[config.mk]
export PLATFORM = sky130hd
export DESIGN_NAME = dual_band_symmetric_fir
export DESIGN_NICKNAME = d
export VERILOG_FILES = /design/src/rtl/dbsf_pkg.sv /design/src/rtl/dbsf_ring.sv /design/src/rtl/dbsf_mac.sv /design/src/rtl/dbsf_ctrl.sv /design/src/rtl/dual_band_symmetric_fir.sv
export VERILOG_INCLUDE_DIRS = /design/src /design/src/rtl
export SDC_FILE = /design/constraint.sdc
export NUM_CORES = 2
export LEC_CHECK = 0
export BUFFER_PORTS_ARGS = -buffer_cell sky130_fd_sc_hd__buf_2
export CORE_MARGIN = 2
export CORE_UTILIZATION = 65
export CTS_CLUSTER_DIAMETER = 60
export DETAILED_ROUTE_END_ITERATION = 10
export GPL_ROUTABILITY_DRIVEN = 0
export PLACE_DENSITY = 0.79
export SLEW_MARGIN = 20
export SYNTH_ARGS = -nofsm -noshare
export SYNTH_HDL_FRONTEND = slang
export SYNTH_HIERARCHICAL = 1
export SYNTH_SLANG_ARGS = --single-unit
[constraint.sdc]
create_clock -name clk_i -period 8 [get_ports clk_i]
set_input_delay 0.8 -clock clk_i [delete_from_list [all_inputs] [get_ports clk_i]]
set_output_delay 0.8 -clock clk_i [all_outputs]
set_load 0.01 [all_outputs]
[src/rtl/dual_band_symmetric_fir_macros.svh]
// ----------------------------------------------------------------------------
// dual_band_symmetric_fir_macros
// assertion macros used by the dual band fir top level
// ----------------------------------------------------------------------------
`ifndef DUAL_BAND_SYMMETRIC_FIR_MACROS_SVH
`define DUAL_BAND_SYMMETRIC_FIR_MACROS_SVH

// same cycle implication
`define DBSF_ASSERT_SAME(label, clk, rst_n, ante, cons, msg) \
  label: assert property (@(posedge clk) disable iff (!rst_n) (ante) |-> (cons)) \
    else $error(msg);

// next cycle implication
`define DBSF_ASSERT_NEXT(label, clk, rst_n, ante, cons, msg) \
  label: assert property (@(posedge clk) disable iff (!rst_n) (ante) |=> (cons)) \
    else $error(msg);

`endif

[src/rtl/dbsf_pkg.sv]
// ----------------------------------------------------------------------------
// dbsf_pkg
// types, constants and coefficient tables of the dual band fir
// ----------------------------------------------------------------------------
package dbsf_pkg;

  localparam int unsigned COEF_W     = 16;
  localparam int unsigned OUT_W      = 16;
  localparam int unsigned NUM_TAPS   = 27;
  localparam int unsigned TAP_W      = 5;
  localparam int unsigned FRAC_SHIFT = 15;
  localparam int unsigned GROWTH_W   = 5;

  localparam logic [TAP_W-1:0] LAST_TAP = TAP_W'(NUM_TAPS - 1);

  typedef enum logic [1:0] {
    ST_IDLE,
    ST_READ,
    ST_DRAIN
  } fsm_state_e;

  typedef struct packed {
    logic             vld;
    logic             first;
    logic             last;
    logic [TAP_W-1:0] tap;
  } rd_ctrl_t;

  // beta band, coefficient per tap, symmetric pairs unfolded
  localparam logic signed [COEF_W-1:0] BETA_COEF [NUM_TAPS] = '{
    16'sd334,    16'sd1153,   16'sd775,    -16'sd2639,  -16'sd6095,
    -16'sd3382,  16'sd7289,   16'sd15549,  16'sd8170,   -16'sd12686,
    -16'sd25777, -16'sd13271, 16'sd15302,  16'sd15135,  16'sd15302,
    -16'sd13271, -16'sd25777, -16'sd12686, 16'sd8170,   16'sd15549,
    16'sd7289,   -16'sd3382,  -16'sd6095,  -16'sd2639,  16'sd775,
    16'sd1153,   16'sd334
  };

  // mu band, 23 taps, zero beyond
  localparam logic signed [COEF_W-1:0] MU_COEF [NUM_TAPS] = '{
    16'sd9453,   -16'sd1255,  -16'sd3809,  -16'sd7204,  -16'sd10221,
    -16'sd11525, -16'sd10079, -16'sd5625,  16'sd1038,   16'sd8175,
    16'sd13618,  16'sd7836,   16'sd13618,  16'sd8175,   16'sd1038,
    -16'sd5625,  -16'sd10079, -16'sd11525, -16'sd10221, -16'sd7204,
    -16'sd3809,  -16'sd1255,  16'sd9453,   16'sd0,      16'sd0,
    16'sd0,      16'sd0
  };

endpackage

[src/rtl/dbsf_ring.sv]
// ----------------------------------------------------------------------------
// dbsf_ring
// sample ring memory with write pointer, fill count and tap read port
// ----------------------------------------------------------------------------
module dbsf_ring #(
  parameter int unsigned RING_DEPTH   = 32,
  parameter int unsigned SAMPLE_WIDTH = 12
) (
  input  logic                    clk_i,
  input  logic                    rst_ni,
  input  logic                    wr_en_i,
  input  logic [SAMPLE_WIDTH-1:0] wr_data_i,
  input  dbsf_pkg::rd_ctrl_t      rd_ctrl_i,
  output logic [SAMPLE_WIDTH-1:0] rd_data_o
);
  import dbsf_pkg::*;

  localparam int unsigned ADDR_W = $clog2(RING_DEPTH);

  logic [SAMPLE_WIDTH-1:0] mem [RING_DEPTH];
  logic [SAMPLE_WIDTH-1:0] rd_q;
  logic                    tap_ok_q, tap_ok_d;
  logic [ADDR_W-1:0]       wp_q, wp_d;
  logic [TAP_W-1:0]        fill_q, fill_d;
  logic [ADDR_W:0]         back_sum;
  logic [ADDR_W-1:0]       rd_addr;

  // the pointer has already moved past the newest sample when the taps are read
  always_comb begin
    back_sum = {1'b0, wp_q} + (ADDR_W+1)'(RING_DEPTH) - (ADDR_W+1)'(rd_ctrl_i.tap)
               - (ADDR_W+1)'(1);
    if (back_sum >= (ADDR_W+1)'(RING_DEPTH)) begin
      rd_addr = ADDR_W'(back_sum - (ADDR_W+1)'(RING_DEPTH));
    end else begin
      rd_addr = back_sum[ADDR_W-1:0];
    end
  end

  always_comb begin
    wp_d     = wp_q;
    fill_d   = fill_q;
    tap_ok_d = tap_ok_q;
    if (wr_en_i) begin
      wp_d = (wp_q == ADDR_W'(RING_DEPTH - 1)) ? '0 : wp_q + 1'b1;
      if (fill_q != TAP_W'(NUM_TAPS)) begin
        fill_d = fill_q + 1'b1;
      end
    end
    if (rd_ctrl_i.vld) begin
      tap_ok_d = rd_ctrl_i.tap < fill_q;
    end
  end

  always_ff @(posedge clk_i or negedge rst_ni) begin
    if (!rst_ni) begin
      wp_q     <= '0;
      fill_q   <= '0;
      tap_ok_q <= 1'b0;
    end else begin
      wp_q     <= wp_d;
      fill_q   <= fill_d;
      tap_ok_q <= tap_ok_d;
    end
  end

  always_ff @(posedge clk_i) begin
    if (wr_en_i) begin
      mem[wp_q] <= wr_data_i;
    end
  end

  always_ff @(posedge clk_i) begin
    if (rd_ctrl_i.vld) begin
      rd_q <= mem[rd_addr];
    end
  end

  // entries not written since reset read as zero
  assign rd_data_o = tap_ok_q ? rd_q : '0;

endmodule

[src/rtl/dbsf_mac.sv]
// ----------------------------------------------------------------------------
// dbsf_mac
// two band multiply accumulate over the taps, with output scaling
// ----------------------------------------------------------------------------
module dbsf_mac #(
  parameter int unsigned SAMPLE_WIDTH = 12
) (
  input  logic                              clk_i,
  input  logic                              rst_ni,
  input  dbsf_pkg::rd_ctrl_t                rd_ctrl_i,
  input  logic [SAMPLE_WIDTH-1:0]           rd_data_i,
  output logic                              done_o,
  output logic signed [dbsf_pkg::OUT_W-1:0] mu_o,
  output logic signed [dbsf_pkg::OUT_W-1:0] beta_o
);
  import dbsf_pkg::*;

  localparam int unsigned PROD_W = SAMPLE_WIDTH + COEF_W + 1;
  localparam int unsigned SUM_W  = PROD_W + GROWTH_W;
  localparam int unsigned ACC_W  = (SUM_W > 32) ? SUM_W : 32;
  localparam int unsigned EXT_W  = ACC_W - PROD_W;
  localparam int unsigned SH_W   = ACC_W - FRAC_SHIFT;

  localparam logic signed [SH_W-1:0] OUT_MAX = SH_W'(32767);
  localparam logic signed [SH_W-1:0] OUT_MIN = SH_W'(-32768);

  rd_ctrl_t                  s1_q, s2_q;
  logic signed [SAMPLE_WIDTH:0] data_s;
  logic signed [PROD_W-1:0]  mu_prod_d, beta_prod_d, mu_prod_q, beta_prod_q;
  logic signed [ACC_W-1:0]   mu_acc_q, beta_acc_q, mu_acc_d, beta_acc_d;
  logic                      done_q, done_d;
  logic signed [SH_W-1:0]    mu_sh, beta_sh;

  assign data_s      = $signed({1'b0, rd_data_i});
  assign mu_prod_d   = data_s * MU_COEF[s1_q.tap];
  assign beta_prod_d = data_s * BETA_COEF[s1_q.tap];

  always_comb begin
    mu_acc_d   = mu_acc_q;
    beta_acc_d = beta_acc_q;
    done_d     = done_q;
    if (rd_ctrl_i.vld && rd_ctrl_i.first) begin
      done_d = 1'b0;
    end
    if (s2_q.vld) begin
      if (s2_q.first) begin
        mu_acc_d   = {{EXT_W{mu_prod_q[PROD_W-1]}}, mu_prod_q};
        beta_acc_d = {{EXT_W{beta_prod_q[PROD_W-1]}}, beta_prod_q};
      end else begin
        mu_acc_d   = mu_acc_q + {{EXT_W{mu_prod_q[PROD_W-1]}}, mu_prod_q};
        beta_acc_d = beta_acc_q + {{EXT_W{beta_prod_q[PROD_W-1]}}, beta_prod_q};
      end
      if (s2_q.last) begin
        done_d = 1'b1;
      end
    end
  end

  always_ff @(posedge clk_i or negedge rst_ni) begin
    if (!rst_ni) begin
      s1_q   <= '0;
      s2_q   <= '0;
      done_q <= 1'b0;
    end else begin
      s1_q   <= rd_ctrl_i;
      s2_q   <= s1_q;
      done_q <= done_d;
    end
  end

  always_ff @(posedge clk_i) begin
    mu_prod_q   <= mu_prod_d;
    beta_prod_q <= beta_prod_d;
    mu_acc_q    <= mu_acc_d;
    beta_acc_q  <= beta_acc_d;
  end

  // floor shift then clamp to the output range
  assign mu_sh   = mu_acc_q[ACC_W-1:FRAC_SHIFT];
  assign beta_sh = beta_acc_q[ACC_W-1:FRAC_SHIFT];

  always_comb begin
    if (mu_sh > OUT_MAX) begin
      mu_o = OUT_W'(OUT_MAX);
    end else if (mu_sh < OUT_MIN) begin
      mu_o = OUT_W'(OUT_MIN);
    end else begin
      mu_o = mu_sh[OUT_W-1:0];
    end
    if (beta_sh > OUT_MAX) begin
      beta_o = OUT_W'(OUT_MAX);
    end else if (beta_sh < OUT_MIN) begin
      beta_o = OUT_W'(OUT_MIN);
    end else begin
      beta_o = beta_sh[OUT_W-1:0];
    end
  end

  assign done_o = done_q;

endmodule

[src/rtl/dbsf_ctrl.sv]
// ----------------------------------------------------------------------------
// dbsf_ctrl
// sequencer: takes a sample, walks the taps, hands the result on
// ----------------------------------------------------------------------------
module dbsf_ctrl (
  input  logic                 clk_i,
  input  logic                 rst_ni,
  input  logic                 in_valid_i,
  input  logic                 mac_done_i,
  input  logic                 out_free_i,
  output logic                 in_stall_o,
  output logic                 wr_en_o,
  output logic                 out_load_o,
  output dbsf_pkg::rd_ctrl_t   rd_ctrl_o,
  output dbsf_pkg::fsm_state_e state_o
);
  import dbsf_pkg::*;

  fsm_state_e       state_q, state_d;
  logic [TAP_W-1:0] tap_q, tap_d;

  always_comb begin
    state_d = state_q;
    case (state_q)
      ST_IDLE: begin
        if (in_valid_i) begin
          state_d = ST_READ;
        end
      end
      ST_READ: begin
        if (tap_q == LAST_TAP) begin
          state_d = ST_DRAIN;
        end
      end
      ST_DRAIN: begin
        if (mac_done_i && out_free_i) begin
          state_d = ST_IDLE;
        end
      end
      default: state_d = ST_IDLE;
    endcase
  end

  always_comb begin
    in_stall_o = 1'b1;
    wr_en_o    = 1'b0;
    out_load_o = 1'b0;
    rd_ctrl_o  = '0;
    tap_d      = '0;
    case (state_q)
      ST_IDLE: begin
        in_stall_o = 1'b0;
        wr_en_o    = in_valid_i;
      end
      ST_READ: begin
        rd_ctrl_o.vld   = 1'b1;
        rd_ctrl_o.first = (tap_q == '0);
        rd_ctrl_o.last  = (tap_q == LAST_TAP);
        rd_ctrl_o.tap   = tap_q;
        tap_d           = tap_q + 1'b1;
      end
      ST_DRAIN: begin
        out_load_o = mac_done_i && out_free_i;
      end
      default: begin
        in_stall_o = 1'b1;
      end
    endcase
  end

  always_ff @(posedge clk_i or negedge rst_ni) begin
    if (!rst_ni) begin
      state_q <= ST_IDLE;
      tap_q   <= '0;
    end else begin
      state_q <= state_d;
      tap_q   <= tap_d;
    end
  end

  assign state_o = state_q;

endmodule

[src/rtl/dual_band_symmetric_fir.sv]
// ----------------------------------------------------------------------------
// dual_band_symmetric_fir
// mu and beta band symmetric fir for one converter channel
// ----------------------------------------------------------------------------
// input channel: sample_i with in_valid_i, in_stall_o; one transfer per sample.
// output channel: mu_band_value_o and beta_band_value_o with out_valid_o,
// out_stall_i; one transfer per sample, in sample order.
// each sample is written into a ring memory, then the 27 taps are read one a
// cycle through the single read port and multiplied against both coefficient
// tables in parallel, then summed, floor shifted by 15 and clamped.
// in_stall_o stays high from the input transfer until the result is loaded
// into the output register, so no new sample is taken before the last one is
// through. the sample rate is set by the one memory read per tap.
// the output register holds a result while out_stall_i is high; a new sample
// is still taken, and its result waits in the accumulators until the register
// is free.
// reset clears the pointer, the fill count and all control state; ring entries
// not written since reset read as zero, and no clearing pass is needed.
// ----------------------------------------------------------------------------
`include "dual_band_symmetric_fir_macros.svh"

module dual_band_symmetric_fir #(
  parameter int unsigned RING_DEPTH   = 32,
  parameter int unsigned SAMPLE_WIDTH = 12
) (
  input  logic                              clk_i,
  input  logic                              rst_ni,
  input  logic                              in_valid_i,
  output logic                              in_stall_o,
  input  logic [SAMPLE_WIDTH-1:0]           sample_i,
  output logic                              out_valid_o,
  input  logic                              out_stall_i,
  output logic signed [dbsf_pkg::OUT_W-1:0] mu_band_value_o,
  output logic signed [dbsf_pkg::OUT_W-1:0] beta_band_value_o
);
  import dbsf_pkg::*;

  rd_ctrl_t                 rd_ctrl;
  fsm_state_e               state;
  logic                     wr_en, out_load, out_free, mac_done;
  logic [SAMPLE_WIDTH-1:0]  rd_data;
  logic signed [OUT_W-1:0]  mu_val, beta_val;
  logic                     out_valid_q, out_valid_d;
  logic signed [OUT_W-1:0]  mu_q, beta_q;

  assign out_free = !out_valid_q || !out_stall_i;

  dbsf_ctrl u_ctrl (
    .clk_i      (clk_i),
    .rst_ni     (rst_ni),
    .in_valid_i (in_valid_i),
    .mac_done_i (mac_done),
    .out_free_i (out_free),
    .in_stall_o (in_stall_o),
    .wr_en_o    (wr_en),
    .out_load_o (out_load),
    .rd_ctrl_o  (rd_ctrl),
    .state_o    (state)
  );

  dbsf_ring #(
    .RING_DEPTH   (RING_DEPTH),
    .SAMPLE_WIDTH (SAMPLE_WIDTH)
  ) u_ring (
    .clk_i     (clk_i),
    .rst_ni    (rst_ni),
    .wr_en_i   (wr_en),
    .wr_data_i (sample_i),
    .rd_ctrl_i (rd_ctrl),
    .rd_data_o (rd_data)
  );

  dbsf_mac #(
    .SAMPLE_WIDTH (SAMPLE_WIDTH)
  ) u_mac (
    .clk_i     (clk_i),
    .rst_ni    (rst_ni),
    .rd_ctrl_i (rd_ctrl),
    .rd_data_i (rd_data),
    .done_o    (mac_done),
    .mu_o      (mu_val),
    .beta_o    (beta_val)
  );

  always_comb begin
    out_valid_d = out_valid_q && out_stall_i;
    if (out_load) begin
      out_valid_d = 1'b1;
    end
  end

  always_ff @(posedge clk_i or negedge rst_ni) begin
    if (!rst_ni) begin
      out_valid_q <= 1'b0;
    end else begin
      out_valid_q <= out_valid_d;
    end
  end

  always_ff @(posedge clk_i) begin
    if (out_load) begin
      mu_q   <= mu_val;
      beta_q <= beta_val;
    end
  end

  assign out_valid_o       = out_valid_q;
  assign mu_band_value_o   = mu_q;
  assign beta_band_value_o = beta_q;

  // a finished result never overwrites one still waiting
  `DBSF_ASSERT_SAME(a_no_overwrite, clk_i, rst_ni, out_load,
                    !(out_valid_q && out_stall_i), "result overwritten while stalled")
  // after a sample transfer the tap walk runs and no further sample is taken
  `DBSF_ASSERT_NEXT(a_walk_after_take, clk_i, rst_ni, in_valid_i && !in_stall_o,
                    in_stall_o && rd_ctrl.vld && rd_ctrl.first, "tap walk did not start")
  // the result is only handed on once the accumulators hold the last tap
  `DBSF_ASSERT_SAME(a_load_when_done, clk_i, rst_ni, out_load,
                    mac_done && state == ST_DRAIN && !rd_ctrl.vld, "early result load")

endmodule
==> results.yml <==
logic_synthesis:
  synth.yosys.seq_area_share_pct: 41.6
  yosys.area.top_type_share_pct: 36.8
  netlist_top_cells_area: "edfxtp_1 (37%), fa_1 (17%), ha_1 (6.9%)"
  synth_nets: 3991
  synth_enable_flop_cells: 496
  synthesis.area_sq_um: 40400
  synth-main-ff-cell: "edfxtp_1"
  yosys.area.top_type: "edfxtp_1"
  yosys_register_bits: 585
  postSynthCellCount: 3399
  yosys_warnings: 6
  share_of_synthesized_registers_carrying_an_async_set_or_reset_pct: 5.30
  avgSynthCellArea_sq_um: 11.9
  synth_cell_types: 80
power_and_ir_drop:
  power_switching_share_pct: 21.5
  power.internal_mw: 4.90
  clock_power_share_pct: 43.6
  vdd_drop_max_mv: 0.301
  p_comb_share_pct: 3.5
  power_switching_mw: 1.34
  power-per-cell-area_nw_per_um2: 143
  power_leakage_nw: 18.2
  sequentialPowerShare_pct: 52.8
clock_tree:
  clock-sinks: 585
  ctsLongestPathBuffers: 3
  path_clk_slew_ns: 0.07
  htreeDepth: 2
  insertion_delay_ns: 0.67
  clockRootBuffer: "clkbuf_16"
  tritoncts.num_buffers: 60
  postCtsSetupRepairBufs: 0
  tritoncts: "yes"
routing:
  detailroute.via_count: 25800
  detail-route-antenna-nets: 0
  detail_route.drc_violations: 0
  detail_route.wl_per_cell_um: 20.0
  drtPass1Iterations: 8
  wl_um: 86300
  via_per_inst: 5.97
  detail_route.iter0.violations: 2390
worst_setup_path:
  cp.arrival_ns: 8.05
  timing.setup.critical_path_class: "reg2reg"
  critical_path.endpoint_type: "flip-flop"
  setup.worst_path.start_class: "flip-flop"
  timing.critical_path.fanout_max: 12
  startpoint: "u_mac/s1_q[0]$_DFF_PN0_"
  r2r-start: "u_mac/s1_q[0]$_DFF_PN0_"
  timing.critical_path.required_ns: 8.55
  reg2reg_slack_ns: 0.50
worst_hold_path:
  min_path_type: "in2async"
global_route:
  grt_pass1_vias: 27200
  grt_first_pass_wirelength_um: 141000
  groute.usage.overall_pct: 28.0
  pin_count_of_the_biggest_net_entering_global_routing: 83
  antenna_found_initial: 0
  grt_overflow_total: 0
sta:
  worst_margin_slew_ns: 1.20
  worst_hold_slack_ns: 0.196
  rsz_0062_raised_after_global_routing: "no"
  timing.final.max_slew_violations: 0
  post-route-worst-setup-slack_ns: 0.501
  worst_clock_skew_ns: 0.0580
  worst_slew_margin_relative_to_its_limit_pct: 19.8
  report.final.setup_viol: 0
  setup-tns-final_ns: 0
  min_cycle_time_layout_ns: 7.50
  report.final.hold_viol_count: 0
  finalCritPeriodShare_pct: 93.7
  fmaxAchievable_mhz: 133
placed_design:
  placement.cell_area_sq_um: 41600
  detailedPlace.worstSlack_ns: 0.505
  numPortBuffers: 49
  dpl.hpwl_um: 60000
die:
  core_region_area_sq_um: 61600
  std_cell_rows: 91
  floorplan.initialDensity_pct: 65.6
  top_level_ports: 50
  floorplan.die_area_sq_um: 64200
  fp.dieW_um: 253
  fp.dieH_um: 253
run_status:
  run_status: "complete, no violations"
final_layout:
  mostFrequentLayoutCells: "inv_1 (507), edfxtp_1 (496), fa_1 (351)"
  area_growth_pct: 7.69
  filler_cell_count: 4096
  final_layout_size_suffix_gt1_share_pct: 11.2
  antennaDiodeCount: 0
  post_layout_inst_area_sq_um: 43500
  final_core_utilization_pct: 70.7
  finalNetCount: 4021
  commonest_non_fill_non_tap_cell_in_the_layout: "inv_1"
run:
  max_cap_violations: 0
## state kept, by name, summed over array words and instances (netlist names), 8 cells and up
signal	flops
u_mac/beta_prod_q	29
u_ring/mem	384
u_mac/s1_q	8
u_ring/rd_q	12
u_mac/beta_acc_q	34
beta_band_value_o	16
u_mac/mu_acc_q	34
mu_band_value_o	16
u_mac/mu_prod_q	29
## synth_stat cells, drive strengths merged (20+ instances only)
library cell    n
xnor2          77
ha            224
mux2i          29
o21a           43
o22ai          20
a21oi         124
and2          192
nor2          110
mux2           29
clkbuf        106
mux4           97
dfxtp          58
o21ai         128
nor2b          32
fa            352
nor3           37
nand2         326
dfrtp          31
nand3          29
buf            44
edfxtp        496
a21o           56
inv           508
nand2b         23
xor2           46
## final cells by class
type / instances / area, sq um / share of cell area [%]
multi-input combinational: 2156 / 21000 / 48.3
sequential: 585 / 16800 / 38.7
inverter: 508 / 1910 / 4.39
clock buffer: 69 / 1560 / 3.57
tap: 837 / 1050 / 2.41
timing repair buffer: 117 / 756 / 1.74
clock inverter: 44 / 382 / 0.877
timing repair inverter: 1 / 5.00 / 0.0115
## metrics by stage
step                      std cells  total power, mW
after floorplan                3399             3.51
after global placement         4203             3.57
after detailed placement       4203             3.58
after CTS                      4316             6.28
after global routing           4317             6.40
final                          4317             6.24
## power by group through the flow
stage,logic [mW],clock network [mW],registers [mW]
CTS,0.221,2.76,3.30
detailed placement,0.217,0,3.36
global placement,0.208,0,3.36
finish,0.221,2.72,3.30
floorplan,0.148,0,3.36
global route,0.234,2.87,3.30
## per-layer routing
layer	vias up	track usage [%]	part of all wire, %
li1	11600	-	-
met1	12900	36.4	40
met2	1030	48.3	50
met3	227	3.60	6.6
met4	0	10.3	3.8
met5	-	0	0
## cell families (layout without fill, tap and decap cells)
logic type | Yosys count | in the layout | synth area share [%]
buffers and inverters | 658 | 739 | 6.47
AOI/OAI and AO/OA | 501 | 501 | 8.25
xor gates and xnor gates | 123 | 123 | 2.70
adders and majority gates | 576 | 576 | 24.4
and+or+nand+nor | 801 | 801 | 9.59
muxes | 155 | 155 | 6.98
DFF | 585 | 585 | 41.6
## critical path: stages, from the launching register on
cell and delay, ns:
dfrtp_1 0.62, inv_1 0.29, ha_1 0.35, nor2_1 0.22, o21ai_0 0.13, a21oi_1 0.18, a31o_2 0.27, and2_1 0.20
inv_1 0.07, fa_1 0.55, fa_1 0.48, inv_1 0.26, fa_1 0.51, fa_1 0.55, inv_1 0.05, fa_1 0.48
inv_1 0.04, ha_1 0.34, a21o_1 0.21, a21o_1 0.18, a21oi_1 0.12, o21ai_0 0.18, a22o_1 0.25, a211o_1 0.26
a21oi_1 0.23, o21bai_1 0.09, a21oi_1 0.18, xnor2_1 0.13
## repair_timing
action	4_1_cts	5_1_grt
setup endpoints to repair	0	2
hold buffers	0	0
gates resized for setup	0	3
## worst paths after layout
kind	endpoint	cells past startpoint
worst max-delay path	u_mac/beta_prod_q[28]$_DFF_P_	27
worst min-delay path	u_ring/wp_q[3]$_DFFE_PN0P_	1
worst max register to register	u_mac/beta_prod_q[28]$_DFF_P_	27
worst min register to register	u_mac/s2_q[7]$_DFF_PN0_	0
max in group asynchronous	u_mac/s2_q[6]$_DFF_PN0_	1
min in group clk_i	u_mac/s2_q[7]$_DFF_PN0_	0
(Power assumes the default switching activity.)
